$ cat config.mk
export PLATFORM = sky130hd
export DESIGN_NAME = type_length_message_deframer_unit_flat
export DESIGN_NICKNAME = d
export VERILOG_FILES = /design/src/rtl/tlmd_pkg.sv /design/src/rtl/tlmd_in_if.sv /design/src/rtl/tlmd_out_if.sv /design/src/rtl/tlmd_cfg_if.sv /design/src/rtl/tlmd_regs.sv /design/src/rtl/type_length_message_deframer_unit.sv /design/src/flat_wrapper.sv
export SDC_FILE = /design/constraint.sdc
export NUM_CORES = 1
export LEC_CHECK = 0
export CAP_MARGIN = 20
export CORE_ASPECT_RATIO = 1.5
export CORE_MARGIN = 4
export CORE_UTILIZATION = 58
export DETAILED_ROUTE_END_ITERATION = 12
export DONT_BUFFER_PORTS = 1
export PLACE_DENSITY = 0.85
export REMOVE_ABC_BUFFERS = 1
export SLEW_MARGIN = 30
export SYNTH_ARGS = -nofsm -noshare
export SYNTH_HDL_FRONTEND = slang
export SYNTH_HIERARCHICAL = 1
export SYNTH_SLANG_ARGS = --single-unit
export TNS_END_PERCENT = 1
$ cat constraint.sdc
create_clock -name clk -period 4.3 [get_ports clk]
set_input_delay 0.86 -clock clk [delete_from_list [all_inputs] [get_ports clk]]
set_output_delay 0.86 -clock clk [all_outputs]
set_load 0.02 [all_outputs]
$ cat src/rtl/tlmd_pkg.sv
// Shared types, codes and constants of the type-length message deframer.
package tlmd_pkg;

  localparam int LENGTH_BITS_DEF = 24;

  localparam int TYPE_W     = 8;
  localparam int BYTE_W     = 8;
  localparam int LEN_OUT_W  = 24;
  localparam int TICK_W     = 32;
  localparam int CFG_IDX_W  = 2;
  localparam int CFG_DATA_W = 32;
  localparam int HDR_CNT_W  = 3;

  localparam logic [HDR_CNT_W-1:0] HDR_LEN_BYTE0 = 3'd1;
  localparam logic [HDR_CNT_W-1:0] HDR_LEN_BYTE1 = 3'd2;
  localparam logic [HDR_CNT_W-1:0] HDR_LEN_BYTE2 = 3'd3;
  localparam logic [HDR_CNT_W-1:0] HDR_LEN_BYTE3 = 3'd4;

  localparam logic [LEN_OUT_W-1:0] MAX_PAYLOAD_RST   = 24'd131072;
  localparam logic [TYPE_W-1:0]    INVALID_TYPE_RST  = 8'd255;
  localparam logic [TICK_W-1:0]    TIMEOUT_TICKS_RST = 32'd90000;

  typedef enum logic [CFG_IDX_W-1:0] {
    REG_MAX_PAYLOAD   = 2'd0,
    REG_INVALID_TYPE  = 2'd1,
    REG_TIMEOUT_TICKS = 2'd2
  } reg_idx_t;

  typedef enum logic [1:0] {
    KIND_BYTE    = 2'd0,
    KIND_EMPTY   = 2'd1,
    KIND_REJECT  = 2'd2,
    KIND_TIMEOUT = 2'd3
  } kind_t;

  typedef enum logic {
    OP_BYTE = 1'b0,
    OP_TICK = 1'b1
  } op_t;

  typedef struct packed {
    logic [LEN_OUT_W-1:0] max_payload;
    logic [TYPE_W-1:0]    invalid_type;
    logic [TICK_W-1:0]    timeout_ticks;
  } cfg_t;

endpackage

$ cat src/rtl/tlmd_in_if.sv
// Input item channel: received byte or time tick.
interface tlmd_in_if;
  logic                      valid;
  logic                      ready;
  logic                      op;
  logic [tlmd_pkg::BYTE_W-1:0] data_byte;

  modport source (output valid, output op, output data_byte, input ready);
  modport sink   (input valid, input op, input data_byte, output ready);
endinterface

$ cat src/rtl/tlmd_out_if.sv
// Result item channel: payload byte, completion, rejection or timeout.
interface tlmd_out_if;
  logic                           valid;
  logic                           ready;
  logic [1:0]                     kind;
  logic [tlmd_pkg::TYPE_W-1:0]    msg_type;
  logic [tlmd_pkg::BYTE_W-1:0]    payload_byte;
  logic                           last_of_message;
  logic [tlmd_pkg::LEN_OUT_W-1:0] payload_length;

  modport source (output valid, output kind, output msg_type, output payload_byte,
                  output last_of_message, output payload_length, input ready);
  modport sink   (input valid, input kind, input msg_type, input payload_byte,
                  input last_of_message, input payload_length, output ready);
endinterface

$ cat src/rtl/tlmd_cfg_if.sv
// Configuration write channel: register index and write data.
interface tlmd_cfg_if;
  logic                            valid;
  logic                            ready;
  logic [tlmd_pkg::CFG_IDX_W-1:0]  index;
  logic [tlmd_pkg::CFG_DATA_W-1:0] data;

  modport source (output valid, output index, output data, input ready);
  modport sink   (input valid, input index, input data, output ready);
endinterface

$ cat src/rtl/tlmd_regs.sv
// Configuration register file of the deframer.
module tlmd_regs (
  input  logic            clk,
  input  logic            rst_n,
  tlmd_cfg_if.sink        cfg_wr,
  output tlmd_pkg::cfg_t  cfg
);

  tlmd_pkg::cfg_t cfg_r;
  tlmd_pkg::cfg_t cfg_nxt;

  assign cfg_wr.ready = 1'b1;
  assign cfg          = cfg_r;

  always_comb begin
    cfg_nxt = cfg_r;
    if (cfg_wr.valid) begin
      unique case (tlmd_pkg::reg_idx_t'(cfg_wr.index))
        tlmd_pkg::REG_MAX_PAYLOAD:   cfg_nxt.max_payload   = cfg_wr.data[tlmd_pkg::LEN_OUT_W-1:0];
        tlmd_pkg::REG_INVALID_TYPE:  cfg_nxt.invalid_type  = cfg_wr.data[tlmd_pkg::TYPE_W-1:0];
        tlmd_pkg::REG_TIMEOUT_TICKS: cfg_nxt.timeout_ticks = cfg_wr.data[tlmd_pkg::TICK_W-1:0];
        default: ;
      endcase
    end
  end

  always_ff @(posedge clk) begin
    if (!rst_n) begin
      cfg_r.max_payload   <= tlmd_pkg::MAX_PAYLOAD_RST;
      cfg_r.invalid_type  <= tlmd_pkg::INVALID_TYPE_RST;
      cfg_r.timeout_ticks <= tlmd_pkg::TIMEOUT_TICKS_RST;
    end else begin
      cfg_r <= cfg_nxt;
    end
  end

endmodule

$ cat src/rtl/type_length_message_deframer_unit.sv
// Top level of the type-length message deframer.
//
//   port     | dir | handshake    | carries
//   in_item  | in  | valid/ready  | op, data_byte
//   out_item | out | valid/ready  | kind, msg_type, payload_byte, last_of_message,
//            |     |              | payload_length
//   cfg_wr   | in  | valid/ready  | index, data (cfg_wr.ready is always high)
//
// One item per cycle while no result is stalled. A result shows on out_item the cycle after its item is taken.
// in_item.ready is high while the result register is empty or being drained.
// A stalled result holds the single output register and stops intake.
// Reset is synchronous on rst_n; no clearing pass follows it.
module type_length_message_deframer_unit #(
  parameter int LENGTH_BITS = tlmd_pkg::LENGTH_BITS_DEF
) (
  input  logic       clk,
  input  logic       rst_n,
  tlmd_in_if.sink    in_item,
  tlmd_out_if.source out_item,
  tlmd_cfg_if.sink   cfg_wr
);

  localparam logic [tlmd_pkg::TICK_W-1:0] LEN_MASK =
    tlmd_pkg::TICK_W'((64'd1 << LENGTH_BITS) - 64'd1);

  typedef enum logic [1:0] {
    PH_HEADER  = 2'd0,
    PH_PAYLOAD = 2'd1,
    PH_DEAD    = 2'd2
  } phase_t;

  tlmd_pkg::cfg_t cfg;

  tlmd_regs u_regs (
    .clk    (clk),
    .rst_n  (rst_n),
    .cfg_wr (cfg_wr),
    .cfg    (cfg)
  );

  phase_t                             phase_r, phase_nxt;
  logic [tlmd_pkg::HDR_CNT_W-1:0]     hdr_cnt_r, hdr_cnt_nxt;
  logic [tlmd_pkg::TYPE_W-1:0]        type_r, type_nxt;
  logic [tlmd_pkg::LEN_OUT_W-1:0]     len_r, len_nxt;
  logic [LENGTH_BITS-1:0]             rem_r, rem_nxt;
  logic [tlmd_pkg::TICK_W-1:0]        idle_r, idle_nxt;

  logic                               out_valid_r, out_valid_nxt;
  tlmd_pkg::kind_t                    kind_r, kind_nxt;
  logic [tlmd_pkg::TYPE_W-1:0]        msg_type_r, msg_type_nxt;
  logic [tlmd_pkg::BYTE_W-1:0]        pbyte_r, pbyte_nxt;
  logic                               last_r, last_nxt;
  logic [tlmd_pkg::LEN_OUT_W-1:0]     plen_r, plen_nxt;

  logic                               accept;
  logic                               emit;
  logic [tlmd_pkg::TICK_W-1:0]        len_word;
  logic [tlmd_pkg::TICK_W-1:0]        idle_inc;
  logic                               reject;

  assign in_item.ready = !out_valid_r || out_item.ready;
  assign accept        = in_item.valid && in_item.ready;

  assign len_word = {in_item.data_byte, len_r};
  assign idle_inc = (idle_r == '1) ? idle_r : idle_r + 1'b1;
  assign reject   = (type_r == cfg.invalid_type) || (in_item.data_byte != '0) ||
                    (len_r > cfg.max_payload) || (len_word > LEN_MASK);

  always_comb begin
    phase_nxt    = phase_r;
    hdr_cnt_nxt  = hdr_cnt_r;
    type_nxt     = type_r;
    len_nxt      = len_r;
    rem_nxt      = rem_r;
    idle_nxt     = idle_r;
    emit         = 1'b0;
    kind_nxt     = tlmd_pkg::KIND_BYTE;
    msg_type_nxt = type_r;
    pbyte_nxt    = '0;
    last_nxt     = 1'b0;
    plen_nxt     = len_r;

    if (accept && (phase_r == PH_HEADER || phase_r == PH_PAYLOAD)) begin
      if (in_item.op == tlmd_pkg::OP_TICK) begin
        idle_nxt = idle_inc;
        if (idle_inc >= cfg.timeout_ticks) begin
          phase_nxt    = PH_DEAD;
          emit         = 1'b1;
          kind_nxt     = tlmd_pkg::KIND_TIMEOUT;
          msg_type_nxt = '0;
          plen_nxt     = '0;
        end
      end else if (phase_r == PH_HEADER) begin
        hdr_cnt_nxt = hdr_cnt_r + 1'b1;
        unique case (hdr_cnt_r)
          tlmd_pkg::HDR_LEN_BYTE0: len_nxt[7:0]   = in_item.data_byte;
          tlmd_pkg::HDR_LEN_BYTE1: len_nxt[15:8]  = in_item.data_byte;
          tlmd_pkg::HDR_LEN_BYTE2: len_nxt[23:16] = in_item.data_byte;
          tlmd_pkg::HDR_LEN_BYTE3: begin
            hdr_cnt_nxt = '0;
            emit        = 1'b1;
            if (reject) begin
              phase_nxt = PH_DEAD;
              kind_nxt  = tlmd_pkg::KIND_REJECT;
            end else if (len_word == '0) begin
              idle_nxt = '0;
              kind_nxt = tlmd_pkg::KIND_EMPTY;
              last_nxt = 1'b1;
              plen_nxt = '0;
            end else begin
              emit      = 1'b0;
              rem_nxt   = len_word[LENGTH_BITS-1:0];
              phase_nxt = PH_PAYLOAD;
            end
          end
          default: begin
            type_nxt = in_item.data_byte;
            len_nxt  = '0;
          end
        endcase
      end else begin
        rem_nxt   = rem_r - 1'b1;
        emit      = 1'b1;
        kind_nxt  = tlmd_pkg::KIND_BYTE;
        pbyte_nxt = in_item.data_byte;
        if (rem_r == LENGTH_BITS'(1)) begin
          last_nxt  = 1'b1;
          phase_nxt = PH_HEADER;
          idle_nxt  = '0;
        end
      end
    end

    out_valid_nxt = emit || (out_valid_r && !out_item.ready);
  end

  always_ff @(posedge clk) begin
    if (!rst_n) begin
      phase_r     <= PH_HEADER;
      hdr_cnt_r   <= '0;
      type_r      <= '0;
      len_r       <= '0;
      rem_r       <= '0;
      idle_r      <= '0;
      out_valid_r <= 1'b0;
      kind_r      <= tlmd_pkg::KIND_BYTE;
      msg_type_r  <= '0;
      pbyte_r     <= '0;
      last_r      <= 1'b0;
      plen_r      <= '0;
    end else begin
      phase_r     <= phase_nxt;
      hdr_cnt_r   <= hdr_cnt_nxt;
      type_r      <= type_nxt;
      len_r       <= len_nxt;
      rem_r       <= rem_nxt;
      idle_r      <= idle_nxt;
      out_valid_r <= out_valid_nxt;
      if (emit) begin
        kind_r     <= kind_nxt;
        msg_type_r <= msg_type_nxt;
        pbyte_r    <= pbyte_nxt;
        last_r     <= last_nxt;
        plen_r     <= plen_nxt;
      end
    end
  end

  assign out_item.valid           = out_valid_r;
  assign out_item.kind            = kind_r;
  assign out_item.msg_type        = msg_type_r;
  assign out_item.payload_byte    = pbyte_r;
  assign out_item.last_of_message = last_r;
  assign out_item.payload_length  = plen_r;

endmodule
$ cat src/flat_wrapper.sv
// flat-port wrapper written by rule: the top's interface ports become plain ports
module type_length_message_deframer_unit_flat 
#(
  parameter int LENGTH_BITS = tlmd_pkg::LENGTH_BITS_DEF
)
  (clk, rst_n, in_item_valid, in_item_op, in_item_data_byte, in_item_ready, out_item_valid, out_item_kind, out_item_msg_type, out_item_payload_byte, out_item_last_of_message, out_item_payload_length, out_item_ready, cfg_wr_valid, cfg_wr_index, cfg_wr_data, cfg_wr_ready);
  tlmd_in_if in_item_i ();
  tlmd_out_if out_item_i ();
  tlmd_cfg_if cfg_wr_i ();
  input  logic clk;
  input  logic rst_n;
  input wire logic [$bits(in_item_i.valid)-1:0] in_item_valid;
  input wire logic [$bits(in_item_i.op)-1:0] in_item_op;
  input wire logic [$bits(in_item_i.data_byte)-1:0] in_item_data_byte;
  output wire logic [$bits(in_item_i.ready)-1:0] in_item_ready;
  output wire logic [$bits(out_item_i.valid)-1:0] out_item_valid;
  output wire logic [$bits(out_item_i.kind)-1:0] out_item_kind;
  output wire logic [$bits(out_item_i.msg_type)-1:0] out_item_msg_type;
  output wire logic [$bits(out_item_i.payload_byte)-1:0] out_item_payload_byte;
  output wire logic [$bits(out_item_i.last_of_message)-1:0] out_item_last_of_message;
  output wire logic [$bits(out_item_i.payload_length)-1:0] out_item_payload_length;
  input wire logic [$bits(out_item_i.ready)-1:0] out_item_ready;
  input wire logic [$bits(cfg_wr_i.valid)-1:0] cfg_wr_valid;
  input wire logic [$bits(cfg_wr_i.index)-1:0] cfg_wr_index;
  input wire logic [$bits(cfg_wr_i.data)-1:0] cfg_wr_data;
  output wire logic [$bits(cfg_wr_i.ready)-1:0] cfg_wr_ready;
  assign in_item_i.valid = in_item_valid;
  assign in_item_i.op = in_item_op;
  assign in_item_i.data_byte = in_item_data_byte;
  assign in_item_ready = in_item_i.ready;
  assign out_item_valid = out_item_i.valid;
  assign out_item_kind = out_item_i.kind;
  assign out_item_msg_type = out_item_i.msg_type;
  assign out_item_payload_byte = out_item_i.payload_byte;
  assign out_item_last_of_message = out_item_i.last_of_message;
  assign out_item_payload_length = out_item_i.payload_length;
  assign out_item_i.ready = out_item_ready;
  assign cfg_wr_i.valid = cfg_wr_valid;
  assign cfg_wr_i.index = cfg_wr_index;
  assign cfg_wr_i.data = cfg_wr_data;
  assign cfg_wr_ready = cfg_wr_i.ready;
  type_length_message_deframer_unit #(.LENGTH_BITS(LENGTH_BITS)) u_core (.clk(clk), .rst_n(rst_n), .in_item(in_item_i), .out_item(out_item_i), .cfg_wr(cfg_wr_i));
endmodule
==> flow_summary.toml <==
[grt]
grt_start_max_net_pins = 191
antenna_found_initial = 0
grt_pass1_wl_mm = 47.6
grt_pass1_vias = 9449
grt_overflow = 0
track_usage_pct = 27.6

[min_path]
hp-start = "u_core/u_regs/cfg[23]"
hold_class = "flop to flop"
hold_end = "u_core/u_regs/cfg[23]"
min_path_cells = 2

[timing]
rsz0062_at_grt = "true"
fmax_mhz = 229
drv_slew = 0
finalSetupViolCount = 12
layout_min_cycle_time_ns = 4.37
clock_skew_ns = 0.0119
fin_ws_ns = -0.0734
min_period_over_period_pct = 102
holdWs_ns = 0.461
max_slew_margin_pct = 35.3
finalHoldViolCount = 0
max_slew.worst_pin.slew_ns = 0.969

[die]
die_y_um = 174
rows = 60
die_area_um2 = 20800
coreArea_um2 = 18000
ioPinCount = 94
fp.dieW_um = 119
start_util_pct = 59.5

[outcome]
violations = "setup timing"
outcome = "finished, violations left"

[yosys]
yosysUniqueCellTypes = 63
ys_async_sr_fraction_pct = 0
synthFlopType = "dfxtp_1"
synth_area_per_cell_um2 = 8.25
synth.area.top_cells = "dfxtp_1, ha_1, nand2_1"
synth_seq_cells = 201
ys_warn_count = 6
synth-edff-count = 0
post_synth_inst_count = 1299
syn_area_um2 = 10700
synth_top_area_cell = "dfxtp_1"
ys_seq_area_share_pct = 37.6
synth_top_area_share_pct = 37.6

[setup_path]
rrSetupSlack_ns = -0.07
arrival_ns = 4.77
cp-start-kind = "flop"
worst_ep_required_time_ns = 4.69
worst_r2r_endpoint = "u_core/out_item.last_of_message"
crit_type = "flop to flop"
r2r_cells = 16
endpoint_kind = "flop"
reg2reg_from = "u_core/idle_r[14]"
critPathMaxFanout = 4

[cells_and_area]
postLayoutCoreUtil_pct = 66.0
area_delta_synth_final_pct = 11.0
fill_cells = 1375
nNetsFinal = 1411
drive_gt1_share_pct = 10.8
seqCellArea_um2 = 4030
n_antenna_cell = 0
multiInputGateArea_um2 = 6100
finalNonFillerCells = 1527

[placement]
dpl.hpwl_mm = 20.6
place_inst = 1491
io_buffers = 0
gp_congestion = 0.928

[routing]
routed_via_density = 6.36
drt_iter0_drc = 768
routed_wl_mm = 29.9
drc = 0
num_vias = 9714
wl_per_cell_um = 19.6
dr.pass1.iters = 5
antenna_violating_nets_post_route = 0

[clock_tree]
clock-sinks = 201
clk_latency_ns = 0.50
clk_pin_slew_ns = 0.06
cts_hold_buf = 0
cts-root-buf = "clkbuf_16"
clock_path_buffers = 3
cts_tree = "yes"
htreeDepth = 1
numCtsBuffers = 20

[power]
p_total_mw = 4.12
p_leak_nw = 4.80
ir_worst_vdd_mv = 0.297
power_density_nw_per_um2 = 346

[flow_run]
max_cap_violations = 0
## worst max path at each step
stage / start / endpoint / slack (ns) / cells past startpoint
3_3_place_gp: u_core/idle_r[12] / u_core/out_item.last_of_message / -0.40 / 15
6_report: u_core/idle_r[14] / u_core/out_item.last_of_message / -0.07 / 16
5_1_grt: u_core/idle_r[11] / u_core/out_item.last_of_message / -0.21 / 16
3_5_place_dp: u_core/idle_r[12] / u_core/out_item.last_of_message / -0.58 / 15
2_1_floorplan: u_core/idle_r[8] / u_core/out_item.msg_type[0] / -1.45 / 14
4_1_cts: u_core/idle_r[14] / u_core/out_item.last_of_message / 0.005 / 16
## layout by cell type (no fill, tap or decap), drive strengths merged, types with 4 or more instances in the layout
master | Yosys | routed
o21ai | 52 | 52
and3 | 11 | 11
nor2 | 97 | 97
nand4 | 29 | 29
a211oi | 8 | 8
buf | 19 | 58
nand2b | 9 | 9
or3 | 10 | 10
mux2i | 60 | 60
a31oi | 29 | 29
dfxtp | 201 | 201
xnor2 | 23 | 23
a21boi | 13 | 13
a21oi | 64 | 64
clkbuf | 60 | 29
nor3 | 36 | 36
inv | 82 | 82
ha | 64 | 64
nand3 | 60 | 60
nand4b | 13 | 13
a21o | 8 | 8
nor4 | 16 | 16
a22o | 33 | 33
or2 | 6 | 6
nor2b | 14 | 14
o211ai | 18 | 18
nand2 | 183 | 183
o21a | 8 | 8
or4 | 7 | 7
nand3b | 4 | 4
xor2 | 15 | 15
o221a | 9 | 9
## synth_stat cells (6+ instances only)
cell type / number
a211oi_1: 8
a21boi_0: 13
a21o_1: 8
a21oi_1: 64
a22o_1: 33
a31oi_1: 29
and3_1: 11
clkbuf_1: 60
dfxtp_1: 201
ha_1: 64
inv_1: 82
mux2i_1: 60
nand2_1: 183
nand2b_1: 9
nand3_1: 60
nand4_1: 28
nand4b_1: 13
nor2_1: 97
nor2b_1: 14
nor3_1: 35
nor4_1: 16
o211ai_1: 11
o211ai_2: 7
o21a_1: 8
o21ai_0: 52
o221a_2: 9
or2_2: 6
or3_1: 10
xnor2_1: 23
xor2_1: 15
## flip-flops by register name, indices dropped and copies added, names as in the netlist
register                         cells
u_core/u_regs/cfg                   64
u_core/idle_r                       32
u_core/len_r                        24
u_core/out_item.payload_length      24
u_core/rem_r                        24
u_core/out_item.msg_type             8
u_core/out_item.payload_byte         8
u_core/type_r                        8
u_core/hdr_cnt_r                     3
u_core/out_item.kind                 2
u_core/phase_r                       2
u_core/out_item.last_of_message      1
u_core/out_item.valid                1
## cell type report
type / count / share of cell area [%]
tap: 217 / 2.28
multi-input combinational: 935 / 51.3
clock buffer: 29 / 5.09
timing repair buffer: 58 / 4.07
sequential: 201 / 33.9
clock inverter: 4 / 0.799
inverter: 83 / 2.62
## critical path, cell delays in order, from the launching register on
cell and delay [ns]:
dfxtp_2 0.34, inv_2 0.03, or4_4 0.52, or4_4 0.44, a211o_4 0.29, or4_4 0.45, xnor2_2 0.16, ha_1 0.31
nand2_2 0.07, or3_4 0.37, nor2_1 0.21, nor4_4 0.09, a221oi_2 0.34, buf_4 0.17, buf_6 0.11, inv_2 0.04
o41ai_1 0.31
## metal layers
| metal | up-vias | global-route usage (%) | share of wire, % |
|---|---|---|---|
| met5 | - | 0 | 0 |
| met4 | 0 | 15.7 | 6.6 |
| met3 | 142 | 6.32 | 7.8 |
| met2 | 434 | 49.0 | 49 |
| met1 | 4551 | 30.0 | 36 |
| li1 | 4587 | - | - |
## timing repair
| item | CTS | global route |
|---|---|---|
| cloned | 1 | 0 |
| gates resized for setup | 16 | 12 |
| pin swaps | 14 | 1 |
| endpoints found under the hold margin | 0 | 0 |
| setup endpoints to repair | 46 | 44 |
| buffers inserted | 2 | 0 |
## metrics by stage
step / setup TNS (ns) / cell area, um^2 / setup WS (ns)
after floorplan: -64.36 / 10300 / -1.45
after global placement: -10.69 / 11000 / -0.398
after detailed placement: -17.73 / 11000 / -0.585
after CTS: 0 / 11900 / 0.00543
after global routing: -3.94 / 11900 / -0.206
final: -0.218 / 11900 / -0.0734
## cells by family (layout without fill, tap and decap cells)
group / count (synthesis) / in the layout / synth area share, %
AND/OR/NAND/NOR: 503 / 503 / 22.5
buffers and inverters: 163 / 174 / 6.54
flip-flops: 201 / 201 / 37.6
XOR/XNOR: 38 / 38 / 3.11
other: 1 / 1 / 0.0350
AO/OA/AOI/OAI: 268 / 268 / 17.0
multiplexers: 61 / 61 / 5.71
adder cells (fa/ha/maj): 64 / 64 / 7.47
## report_power, final
| part | internal (mW) | leakage, nW | total, mW | switching, mW |
|---|---|---|---|---|
| registers | 1.90 | 1.63 | 1.93 | 0.0326 |
| clock network | 1.15 | 0.345 | 1.87 | 0.722 |
| logic | 0.121 | 2.83 | 0.314 | 0.193 |
No activity file was read; power rests on OpenSTA's default activity.
